[config.mk]
export PLATFORM = sky130hd
export DESIGN_NAME = turn_radius_limiter_core
export DESIGN_NICKNAME = d
export VERILOG_FILES = /design/src/hdl/trl_pkg.sv /design/src/hdl/trl_front.sv /design/src/hdl/trl_div.sv /design/src/hdl/turn_radius_limiter_core.sv
export VERILOG_INCLUDE_DIRS = /design/src /design/src/hdl
export SDC_FILE = /design/constraint.sdc
export NUM_CORES = 2
export LEC_CHECK = 0
export BUFFER_PORTS_ARGS = -buffer_cell sky130_fd_sc_hd__buf_2
export CAP_MARGIN = 20
export CORE_ASPECT_RATIO = 0.75
export CORE_MARGIN = 1
export CORE_UTILIZATION = 64
export CTS_CLUSTER_SIZE = 25
export DETAILED_ROUTE_END_ITERATION = 16
export PLACE_DENSITY_LB_ADDON = 0.1
export RECOVER_POWER = 25
export SETUP_SLACK_MARGIN = 0.05
export SLEW_MARGIN = 20
export SYNTH_ARGS = -nofsm -noshare
export SYNTH_HDL_FRONTEND = slang
export SYNTH_SLANG_ARGS = --single-unit
[constraint.sdc]
create_clock -name clk -period 9.8 [get_ports clk]
set_input_delay 1.96 -clock clk [delete_from_list [all_inputs] [get_ports clk]]
set_output_delay 1.96 -clock clk [all_outputs]
set_load 0.05 [all_outputs]
[src/hdl/assert_macros.svh]
// Assertion macros shared by the turn radius limiter RTL.
// Expects signals clk and rst_n in the scope of each use.
`ifndef ASSERT_MACROS_SVH
`define ASSERT_MACROS_SVH

// cond must never be true on an active clock edge out of reset
`define ASSERT_NEVER(label, cond, msg) \
    label: assert property (@(posedge clk) disable iff (!rst_n) !(cond)) \
        else $error(msg);

// ante implies cons on the same edge
`define ASSERT_IMPLY(label, ante, cons, msg) \
    label: assert property (@(posedge clk) disable iff (!rst_n) (ante) |-> (cons)) \
        else $error(msg);

`endif

[src/hdl/trl_pkg.sv]
// Shared constants, types and helpers for the turn radius limiter.
// No dependencies; used by trl_front, trl_div and turn_radius_limiter_core.
package trl_pkg;

    localparam int VEL_WIDTH     = 16;
    localparam int VEL_FRAC_BITS = 8;
    localparam int RADIUS_FRAC   = 8;
    localparam int GAIN_W        = 16;
    localparam int RADIUS_W      = 24;

    localparam int GPROD_W  = GAIN_W + VEL_WIDTH;
    localparam int RSUM_W   = GPROD_W - VEL_FRAC_BITS + 1;
    localparam int VSC_W    = VEL_WIDTH + RADIUS_FRAC;
    localparam int RW_W     = RADIUS_W + VEL_WIDTH;
    localparam int QUOT_W   = VEL_WIDTH - 1;
    localparam int DIV_W    = RADIUS_W + QUOT_W;

    localparam int S_TDATA_W = ((2 * VEL_WIDTH + 7) / 8) * 8;
    localparam int M_TDATA_W = ((VEL_WIDTH + QUOT_W + 7) / 8) * 8;
    localparam int M_TUSER_W = 2;

    localparam int CFG_INDEX_W = 2;
    localparam int CFG_DATA_W  = GAIN_W;

    localparam logic [RADIUS_W-1:0] RADIUS_MAX = '1;
    localparam logic [QUOT_W-1:0]   ANG_SAT    = '1;
    localparam logic [GAIN_W-1:0]   BASE_RADIUS_RST = GAIN_W'(256);

    typedef enum logic [CFG_INDEX_W-1:0] {
        CFG_ENABLE      = 2'd0,
        CFG_BASE_RADIUS = 2'd1,
        CFG_SPEED_DEP   = 2'd2,
        CFG_SPEED_GAIN  = 2'd3
    } cfg_index_t;

    typedef struct packed {
        logic              enable;
        logic [GAIN_W-1:0] base_radius;
        logic              speed_dep;
        logic [GAIN_W-1:0] speed_gain;
    } cfg_t;

    // per-item flags carried alongside the divider
    typedef struct packed {
        logic [VEL_WIDTH-1:0] w_raw;
        logic                 w_neg;
        logic                 clamp;
        logic                 unlimited;
        logic                 sat;
    } side_t;

    typedef struct packed {
        side_t                side;
        logic [RADIUS_W-1:0]  radius;
        logic [VSC_W-1:0]     num;
    } div_item_t;

    typedef struct packed {
        side_t               side;
        logic [QUOT_W-1:0]   quot;
    } div_res_t;

    // magnitude of a two's complement velocity; most negative maps to 2^(W-1)
    function automatic logic [VEL_WIDTH-1:0] vel_mag(input logic [VEL_WIDTH-1:0] raw);
        return raw[VEL_WIDTH-1] ? (~raw + VEL_WIDTH'(1)) : raw;
    endfunction

endpackage

[src/hdl/trl_front.sv]
// Front pipeline: magnitudes, effective radius, radius*|w| and quotient overflow test.
// Four register stages; depends on trl_pkg and assert_macros.svh.
`include "assert_macros.svh"

module trl_front
(
    input  logic                           clk,
    input  logic                           rst_n,
    input  trl_pkg::cfg_t                  cfg,
    input  logic                           in_valid,
    output logic                           in_ready,
    input  logic [trl_pkg::VEL_WIDTH-1:0]  linear_in,
    input  logic [trl_pkg::VEL_WIDTH-1:0]  angular_in,
    output logic                           out_valid,
    input  logic                           out_ready,
    output trl_pkg::div_item_t             out_item
);

    // stage 1: magnitudes and gain*|v|
    logic                           s1_valid_reg;
    logic [trl_pkg::VEL_WIDTH-1:0]  s1_vmag_reg;
    logic [trl_pkg::VEL_WIDTH-1:0]  s1_wmag_reg;
    logic [trl_pkg::VEL_WIDTH-1:0]  s1_wraw_reg;
    logic [trl_pkg::GPROD_W-1:0]    s1_gprod_reg;
    // stage 2: effective radius
    logic                           s2_valid_reg;
    logic [trl_pkg::VEL_WIDTH-1:0]  s2_vmag_reg;
    logic [trl_pkg::VEL_WIDTH-1:0]  s2_wmag_reg;
    logic [trl_pkg::VEL_WIDTH-1:0]  s2_wraw_reg;
    logic [trl_pkg::RADIUS_W-1:0]   s2_radius_reg;
    // stage 3: radius*|w| and overflow test
    logic                           s3_valid_reg;
    logic [trl_pkg::VEL_WIDTH-1:0]  s3_vmag_reg;
    logic [trl_pkg::VEL_WIDTH-1:0]  s3_wraw_reg;
    logic [trl_pkg::RADIUS_W-1:0]   s3_radius_reg;
    logic [trl_pkg::RW_W-1:0]       s3_rw_reg;
    logic                           s3_wnz_reg;
    logic                           s3_sat_reg;
    logic                           s3_unlim_reg;
    // stage 4: clamp decision
    logic                           s4_valid_reg;
    trl_pkg::div_item_t             s4_item_reg;

    logic en1, en2, en3, en4;

    logic [trl_pkg::RSUM_W-1:0]    rsum;
    logic [trl_pkg::RADIUS_W-1:0]  radius_next;
    logic [trl_pkg::VSC_W-1:0]     s2_vsc;
    logic [trl_pkg::VSC_W-1:0]     s3_vsc;
    trl_pkg::div_item_t            item_next;

    assign en4 = !s4_valid_reg || out_ready;
    assign en3 = !s3_valid_reg || en4;
    assign en2 = !s2_valid_reg || en3;
    assign en1 = !s1_valid_reg || en2;
    assign in_ready = en1;

    always_comb
    begin
        rsum = trl_pkg::RSUM_W'(cfg.base_radius)
             + trl_pkg::RSUM_W'(s1_gprod_reg >> trl_pkg::VEL_FRAC_BITS);
        if (!cfg.speed_dep)
        begin
            radius_next = trl_pkg::RADIUS_W'(cfg.base_radius);
        end
        else if (rsum > trl_pkg::RSUM_W'(trl_pkg::RADIUS_MAX))
        begin
            radius_next = trl_pkg::RADIUS_MAX;
        end
        else
        begin
            radius_next = rsum[trl_pkg::RADIUS_W-1:0];
        end
    end

    assign s2_vsc = {s2_vmag_reg, trl_pkg::RADIUS_FRAC'(0)};
    assign s3_vsc = {s3_vmag_reg, trl_pkg::RADIUS_FRAC'(0)};

    always_comb
    begin
        item_next.side.w_raw     = s3_wraw_reg;
        item_next.side.w_neg     = s3_wraw_reg[trl_pkg::VEL_WIDTH-1];
        item_next.side.clamp     = cfg.enable && s3_wnz_reg
                                 && (trl_pkg::RW_W'(s3_vsc) < s3_rw_reg);
        item_next.side.unlimited = s3_unlim_reg;
        item_next.side.sat       = s3_sat_reg;
        item_next.radius         = s3_radius_reg;
        item_next.num            = s3_vsc;
    end

    always_ff @(posedge clk or negedge rst_n)
    begin
        if (!rst_n)
        begin
            s1_valid_reg <= 1'b0;
            s2_valid_reg <= 1'b0;
            s3_valid_reg <= 1'b0;
            s4_valid_reg <= 1'b0;
        end
        else
        begin
            if (en1) s1_valid_reg <= in_valid;
            if (en2) s2_valid_reg <= s1_valid_reg;
            if (en3) s3_valid_reg <= s2_valid_reg;
            if (en4) s4_valid_reg <= s3_valid_reg;
        end
    end

    always_ff @(posedge clk)
    begin
        if (en1 && in_valid)
        begin
            s1_vmag_reg  <= trl_pkg::vel_mag(linear_in);
            s1_wmag_reg  <= trl_pkg::vel_mag(angular_in);
            s1_wraw_reg  <= angular_in;
            s1_gprod_reg <= trl_pkg::GPROD_W'(cfg.speed_gain)
                          * trl_pkg::GPROD_W'(trl_pkg::vel_mag(linear_in));
        end
        if (en2 && s1_valid_reg)
        begin
            s2_vmag_reg   <= s1_vmag_reg;
            s2_wmag_reg   <= s1_wmag_reg;
            s2_wraw_reg   <= s1_wraw_reg;
            s2_radius_reg <= radius_next;
        end
        if (en3 && s2_valid_reg)
        begin
            s3_vmag_reg   <= s2_vmag_reg;
            s3_wraw_reg   <= s2_wraw_reg;
            s3_radius_reg <= s2_radius_reg;
            s3_rw_reg     <= trl_pkg::RW_W'(s2_radius_reg) * trl_pkg::RW_W'(s2_wmag_reg);
            s3_wnz_reg    <= (s2_wmag_reg != '0);
            // quotient would not fit in QUOT_W bits
            s3_sat_reg    <= (trl_pkg::DIV_W'(s2_vsc)
                              >= (trl_pkg::DIV_W'(s2_radius_reg) << trl_pkg::QUOT_W));
            s3_unlim_reg  <= !cfg.enable || (s2_radius_reg == '0);
        end
        if (en4 && s3_valid_reg)
        begin
            s4_item_reg <= item_next;
        end
    end

    assign out_valid = s4_valid_reg;
    assign out_item  = s4_item_reg;

    `ASSERT_NEVER(a_front_clamp_zero_radius,
        s4_valid_reg && s4_item_reg.side.clamp && (s4_item_reg.radius == '0),
        "clamp raised with zero effective radius")

endmodule

[src/hdl/trl_div.sv]
// Restoring divider, one quotient bit per register stage, (|v|<<8) / radius.
// Carries the per-item flags alongside; depends on trl_pkg and assert_macros.svh.
`include "assert_macros.svh"

module trl_div
(
    input  logic                clk,
    input  logic                rst_n,
    input  logic                in_valid,
    output logic                in_ready,
    input  trl_pkg::div_item_t  in_item,
    output logic                out_valid,
    input  logic                out_ready,
    output trl_pkg::div_res_t   out_res
);

    localparam int LAST = trl_pkg::QUOT_W - 1;

    logic                           valid_reg  [trl_pkg::QUOT_W];
    logic [trl_pkg::VSC_W-1:0]      rem_reg    [trl_pkg::QUOT_W];
    logic [trl_pkg::QUOT_W-1:0]     quot_reg   [trl_pkg::QUOT_W];
    logic [trl_pkg::RADIUS_W-1:0]   radius_reg [trl_pkg::QUOT_W];
    trl_pkg::side_t                 side_reg   [trl_pkg::QUOT_W];
    logic [trl_pkg::QUOT_W-1:0]     en;

    for (genvar s = 0; s < trl_pkg::QUOT_W; s++)
    begin : g_stage
        localparam int BIT = trl_pkg::QUOT_W - 1 - s;

        logic                          vin;
        logic [trl_pkg::VSC_W-1:0]     rin;
        logic [trl_pkg::QUOT_W-1:0]    qin;
        logic [trl_pkg::RADIUS_W-1:0]  din;
        trl_pkg::side_t                sin;
        logic                          en_dn;
        logic [trl_pkg::DIV_W-1:0]     shifted;
        logic [trl_pkg::DIV_W:0]       trial;
        logic                          take;
        logic [trl_pkg::VSC_W-1:0]     rem_next;
        logic [trl_pkg::QUOT_W-1:0]    quot_next;

        if (s == 0)
        begin : g_first
            assign vin = in_valid;
            assign rin = in_item.num;
            assign qin = '0;
            assign din = in_item.radius;
            assign sin = in_item.side;
        end
        else
        begin : g_chain
            assign vin = valid_reg[s-1];
            assign rin = rem_reg[s-1];
            assign qin = quot_reg[s-1];
            assign din = radius_reg[s-1];
            assign sin = side_reg[s-1];
        end

        if (s == LAST)
        begin : g_tail
            assign en_dn = out_ready;
        end
        else
        begin : g_body
            assign en_dn = en[s+1];
        end

        assign en[s] = !valid_reg[s] || en_dn;

        assign shifted   = trl_pkg::DIV_W'(din) << BIT;
        assign trial     = {1'b0, trl_pkg::DIV_W'(rin)} - {1'b0, shifted};
        assign take      = !trial[trl_pkg::DIV_W];
        assign rem_next  = take ? trial[trl_pkg::VSC_W-1:0] : rin;
        assign quot_next = qin | (trl_pkg::QUOT_W'(take) << BIT);

        always_ff @(posedge clk or negedge rst_n)
        begin
            if (!rst_n)
            begin
                valid_reg[s] <= 1'b0;
            end
            else if (en[s])
            begin
                valid_reg[s] <= vin;
            end
        end

        always_ff @(posedge clk)
        begin
            if (en[s] && vin)
            begin
                rem_reg[s]    <= rem_next;
                quot_reg[s]   <= quot_next;
                radius_reg[s] <= din;
                side_reg[s]   <= sin;
            end
        end
    end

    assign in_ready       = en[0];
    assign out_valid      = valid_reg[LAST];
    assign out_res.side   = side_reg[LAST];
    assign out_res.quot   = quot_reg[LAST];

    `ASSERT_NEVER(a_div_rem_below_divisor,
        valid_reg[LAST] && !side_reg[LAST].sat && (rem_reg[LAST] >= radius_reg[LAST]),
        "divider remainder not below divisor")

endmodule

[src/hdl/turn_radius_limiter_core.sv]
// Top level of the turn radius limiter: configuration registers, front pipeline,
// divider and output register. Depends on trl_pkg, trl_front, trl_div, assert_macros.svh.
//
// Takes one (linear, angular) velocity item per cycle and returns one result per item,
// in order, after passing through 4 front stages
// (magnitudes and gain multiply, radius sum, radius*|w| multiply, clamp decision),
// 15 divider stages that each resolve one bit of the restoring division |v|*256 / R,
// and 1 output register. Sustained rate is one item per cycle. Stalls propagate stage
// by stage, so empty stages keep filling while the output waits. Configuration is
// always ready and must only change while no item is in flight.
`include "assert_macros.svh"

module turn_radius_limiter_core
(
    input  logic                              clk,
    input  logic                              rst_n,
    // stream in
    input  logic                              s_tvalid,
    output logic                              s_tready,
    input  logic [trl_pkg::S_TDATA_W-1:0]     s_tdata,   // [15:0] linear_in, [31:16] angular_in
    // stream out
    output logic                              m_tvalid,
    input  logic                              m_tready,
    output logic [trl_pkg::M_TDATA_W-1:0]     m_tdata,   // [15:0] angular_out, [30:16] max_angular
    output logic [trl_pkg::M_TUSER_W-1:0]     m_tuser,   // [0] clamped, [1] max_unlimited
    // configuration writes
    input  logic                              cfg_valid,
    output logic                              cfg_ready,
    input  logic [trl_pkg::CFG_INDEX_W-1:0]   cfg_index,
    input  logic [trl_pkg::CFG_DATA_W-1:0]    cfg_data
);

    trl_pkg::cfg_t cfg_reg;

    logic                front_valid;
    logic                front_ready;
    trl_pkg::div_item_t  front_item;
    logic                div_valid;
    logic                div_ready;
    trl_pkg::div_res_t   div_res;

    logic                              out_valid_reg;
    logic [trl_pkg::VEL_WIDTH-1:0]     out_ang_reg;
    logic [trl_pkg::QUOT_W-1:0]        out_max_reg;
    logic                              out_clamped_reg;
    logic                              out_unlim_reg;

    logic                              out_en;
    logic [trl_pkg::VEL_WIDTH-1:0]     ang_next;
    logic [trl_pkg::QUOT_W-1:0]        max_next;
    logic [trl_pkg::VEL_WIDTH-1:0]     out_ang_mag;

    assign cfg_ready = 1'b1;

    always_ff @(posedge clk or negedge rst_n)
    begin
        if (!rst_n)
        begin
            cfg_reg.enable      <= 1'b1;
            cfg_reg.base_radius <= trl_pkg::BASE_RADIUS_RST;
            cfg_reg.speed_dep   <= 1'b0;
            cfg_reg.speed_gain  <= '0;
        end
        else if (cfg_valid && cfg_ready)
        begin
            unique case (trl_pkg::cfg_index_t'(cfg_index))
                trl_pkg::CFG_ENABLE:      cfg_reg.enable      <= cfg_data[0];
                trl_pkg::CFG_BASE_RADIUS: cfg_reg.base_radius <= cfg_data;
                trl_pkg::CFG_SPEED_DEP:   cfg_reg.speed_dep   <= cfg_data[0];
                trl_pkg::CFG_SPEED_GAIN:  cfg_reg.speed_gain  <= cfg_data;
            endcase
        end
    end

    trl_front u_front
    (
        .clk        (clk),
        .rst_n      (rst_n),
        .cfg        (cfg_reg),
        .in_valid   (s_tvalid),
        .in_ready   (s_tready),
        .linear_in  (s_tdata[trl_pkg::VEL_WIDTH-1:0]),
        .angular_in (s_tdata[2*trl_pkg::VEL_WIDTH-1:trl_pkg::VEL_WIDTH]),
        .out_valid  (front_valid),
        .out_ready  (front_ready),
        .out_item   (front_item)
    );

    trl_div u_div
    (
        .clk       (clk),
        .rst_n     (rst_n),
        .in_valid  (front_valid),
        .in_ready  (front_ready),
        .in_item   (front_item),
        .out_valid (div_valid),
        .out_ready (div_ready),
        .out_res   (div_res)
    );

    assign out_en    = !out_valid_reg || m_tready;
    assign div_ready = out_en;

    always_comb
    begin
        // a clamped quotient is below |w|, so it never saturates
        if (div_res.side.clamp)
        begin
            ang_next = div_res.side.w_neg ? -trl_pkg::VEL_WIDTH'(div_res.quot)
                                          :  trl_pkg::VEL_WIDTH'(div_res.quot);
        end
        else
        begin
            ang_next = div_res.side.w_raw;
        end
        if (div_res.side.unlimited || div_res.side.sat)
        begin
            max_next = trl_pkg::ANG_SAT;
        end
        else
        begin
            max_next = div_res.quot;
        end
    end

    always_ff @(posedge clk or negedge rst_n)
    begin
        if (!rst_n)
        begin
            out_valid_reg <= 1'b0;
        end
        else if (out_en)
        begin
            out_valid_reg <= div_valid;
        end
    end

    always_ff @(posedge clk)
    begin
        if (out_en && div_valid)
        begin
            out_ang_reg     <= ang_next;
            out_max_reg     <= max_next;
            out_clamped_reg <= div_res.side.clamp;
            out_unlim_reg   <= div_res.side.unlimited;
        end
    end

    assign m_tvalid = out_valid_reg;
    assign m_tdata  = trl_pkg::M_TDATA_W'({out_max_reg, out_ang_reg});
    assign m_tuser  = {out_unlim_reg, out_clamped_reg};

    assign out_ang_mag = trl_pkg::vel_mag(out_ang_reg);

    `ASSERT_IMPLY(a_clamp_not_unlimited,
        out_valid_reg && out_clamped_reg, !out_unlim_reg,
        "clamped result reports no angular limit")

    `ASSERT_NEVER(a_clamp_mag_is_limit,
        out_valid_reg && out_clamped_reg
            && (out_ang_mag != trl_pkg::VEL_WIDTH'(out_max_reg)),
        "clamped angular magnitude differs from reported limit")

endmodule

==> run_results.csv <==
group,metric,value,unit
die,die-area,124000,um2
worst_hold_path,hp-class,"reg2reg",
synth,synthMuxAreaShare,2.22,%
clock_tree,clkTransAtPathRegs,0.06,ns
timing,timing.hold.ws,0.396,ns
grt,grt_antenna_before_repair,3,
finish,fin_nets,7457,
timing,finalSetupViolCount,0,
synth,netlist_instances,6235,
setup_path,cp.arrival,9.32,ns
die,die_y,305,um
clock_tree,cts_tree,"built",
setup_path,max_stage_delay,0.62,ns
routing,routedWlPerCell,18.9,um
synth,ys_ff_latch,1380,
die,coreArea,121000,um2
synth,synth_nets,7308,
routing,vias,45800,
synth,synth_edf_count,1326,
flow_run,cap_viol_max_count,0,
synth,yosysWarnings,0,
timing,worst_slew_pin_slew,1.13,ns
finish,largest_reg_flops,336,
grt,grt_max_degree,74,
setup_path,crit_required,10.30,ns
place,place_congestion,0.890,
synth,synth_top_family_by_area,"adder cells",
routing,first_pass_iters,5,
die,die_x,406,um
timing,slew_headroom,24.5,%
synth,synth-adder-area-share,21.2,%
finish,area_growth,9.04,%
timing,drv_slew,0,
place,dp_slack,0.300,ns
synth,synth.distinct_cells,84,
grt,gr-total-overflow,0,
timing,fin_crit_sh,90.0,%
setup_path,cp_common_cell,"fa_1",
place,hpwl,111000,um
run_status,outcome,"complete, no violations",
die,ioPinCount,92,
routing,viasPerCell,5.65,
grt,grt_pass1_wl,250000,um
die,initial_core_util,64.9,%
setup_path,crit_type,"in2reg",
setup_path,end_kind,"flip-flop",
setup_path,critPathLaunchType,"input pin",
synth,synthFlopType,"edfxtp_1",
timing,hold_viol_final,0,
clock_tree,cts_inserted_buffers,135,
setup_path,cp_slowest_cell,"o31ai_1",
timing,tns,0,ns
clock_tree,root_buffer,"clkbuf_16",
clock_tree,cts-hold-fix-buffers,0,
finish,drive_gt1_share,8.73,%
die,rows,110,
timing,fmax,113,MHz
routing,drt_iter0_drc,3068,
synth,syn_area,78500,um2
clock_tree,cts_setup_buffers,0,
grt,grtUsageTotal,25.8,%
clock_tree,htree_levels,4,
timing,fin_ws,0.979,ns
clock_tree,clk_latency,0.76,ns
place,port_buffers,89,
setup_path,critPathMaxFanout,17,
timing,rsz0062_at_grt,"false",
clock_tree,clockBufferDepth,3,
timing,min_period,8.82,ns
routing,ant_nets,0,
routing,finalWirelength,154000,um
synth,synth_area_per_cell,12.6,um2
routing,route.detailed.drc,0,
clock_tree,ctsResizeCount,0,
synth,synth-simple-area-share,9.80,%
clock_tree,cts.sinks,1380,
grt,grt_pass1_vias,47700,
timing,skew,0.0331,ns
synth,synth_compound_area_share,6.31,%
synth,yosysSeqAreaShare,52.5,%
synth,async_flop_share,3.91,%
synth,synth_xor_area_share,2.99,%
[cell type report]
type / count / area, um2
inverters: 879 / 3300
well taps: 1624 / 2030
flip-flops and latches: 1380 / 41200
clock inverters: 73 / 931
repair buffers: 174 / 1120
multi-input cells: 3814 / 33500
diodes: 2 / 5.00
clock buffers: 173 / 3530
fillers: 8336 / 35300
[final timing paths]
| check | from | end | slack (ns) | cells past startpoint |
|---|---|---|---|---|
| min in group asynchronous | rst_n | u_div.g_stage[12].vin | 1.36 | 1 |
| worst max-delay path | s_tdata[2] | u_front.s1_gprod_reg[27] | 0.98 | 30 |
| max in group asynchronous | rst_n | cfg_reg[5] | 7.74 | 1 |
| worst max register to register | u_front.s2_wmag_reg[2] | u_front.s3_rw_reg[39] | 2.00 | 23 |
| worst min register to register | u_div.rem_reg[0][81] | u_div.rem_reg[0][105] | 0.40 | 0 |
| worst min-delay path | u_div.rem_reg[0][81] | u_div.rem_reg[0][105] | 0.40 | 0 |
[worst max-delay path, delay by kind of cell]
family	cells	cell delay, ns
adder cells (fa/ha/maj)	7	3.28
buffers and inverters	8	0.74
AND/OR/NAND/NOR	6	1.31
XOR/XNOR	1	0.21
AO/OA/AOI/OAI	8	1.80
[synthesized netlist by cell type (all sizes together), types with 73 or more instances]
cell,number,area share (%)
edfxtp,1326,51
nand2,633,3.0
and2,273,2.2
mux2,137,2.0
nor2,237,1.1
inv,877,4.2
fa,514,13
xnor2,165,1.8
a21o,73,0.70
xor2,103,1.1
clkbuf,138,0.66
ha,504,8.0
o21ai,230,1.5
a21oi,198,1.3
[cells by family after synthesis]
logic type	Yosys count
xor gates and xnor gates	268
AOI/OAI and AO/OA	783
adders and majority gates	1018
other	2
muxes	155
buffers and inverters	1041
and+or+nand+nor	1588
DFF	1380
[metrics by stage]
stage,instances,instance area (um2),utilization (%)
detailed placement,7870,81100,67.1
global route,8117,85600,70.8
CTS,8116,85500,70.8
global placement,7870,81100,67.1
finish,8119,85600,70.8
floorplan,6235,78500,-
[cell usage in the layout, fill, tap and decap left out, drive strengths merged, types with 52 or more instances in the layout]
cell type / Yosys / final
edfxtp: 1326 / 1326
inv: 877 / 886
nand2: 633 / 633
fa: 514 / 514
ha: 504 / 504
and2: 273 / 273
nor2: 237 / 237
o21ai: 230 / 230
a21oi: 198 / 198
buf: 24 / 174
clkbuf: 138 / 173
xnor2: 165 / 165
mux2: 137 / 137
xor2: 103 / 103
a21o: 73 / 73
nor2b: 72 / 72
nor3: 67 / 67
nand2b: 61 / 61
nand3: 59 / 59
clkinv: 2 / 53
dfrtp: 52 / 52
[layer usage]
| metal | GRT usage (%) | vias to the layer above | wire, um |
|---|---|---|---|
| met5 | 0 | - | 0 |
| met4 | 8.71 | 0 | 4840 |
| met3 | 4.89 | 297 | 9060 |
| met2 | 43.6 | 1245 | 75200 |
| met1 | 33.7 | 22700 | 64400 |
| li1 | - | 21600 | - |
Power is left out: the tool's default activity adds up to more than one toggle a clock period on the data nets, which glitch-free logic cannot reach.
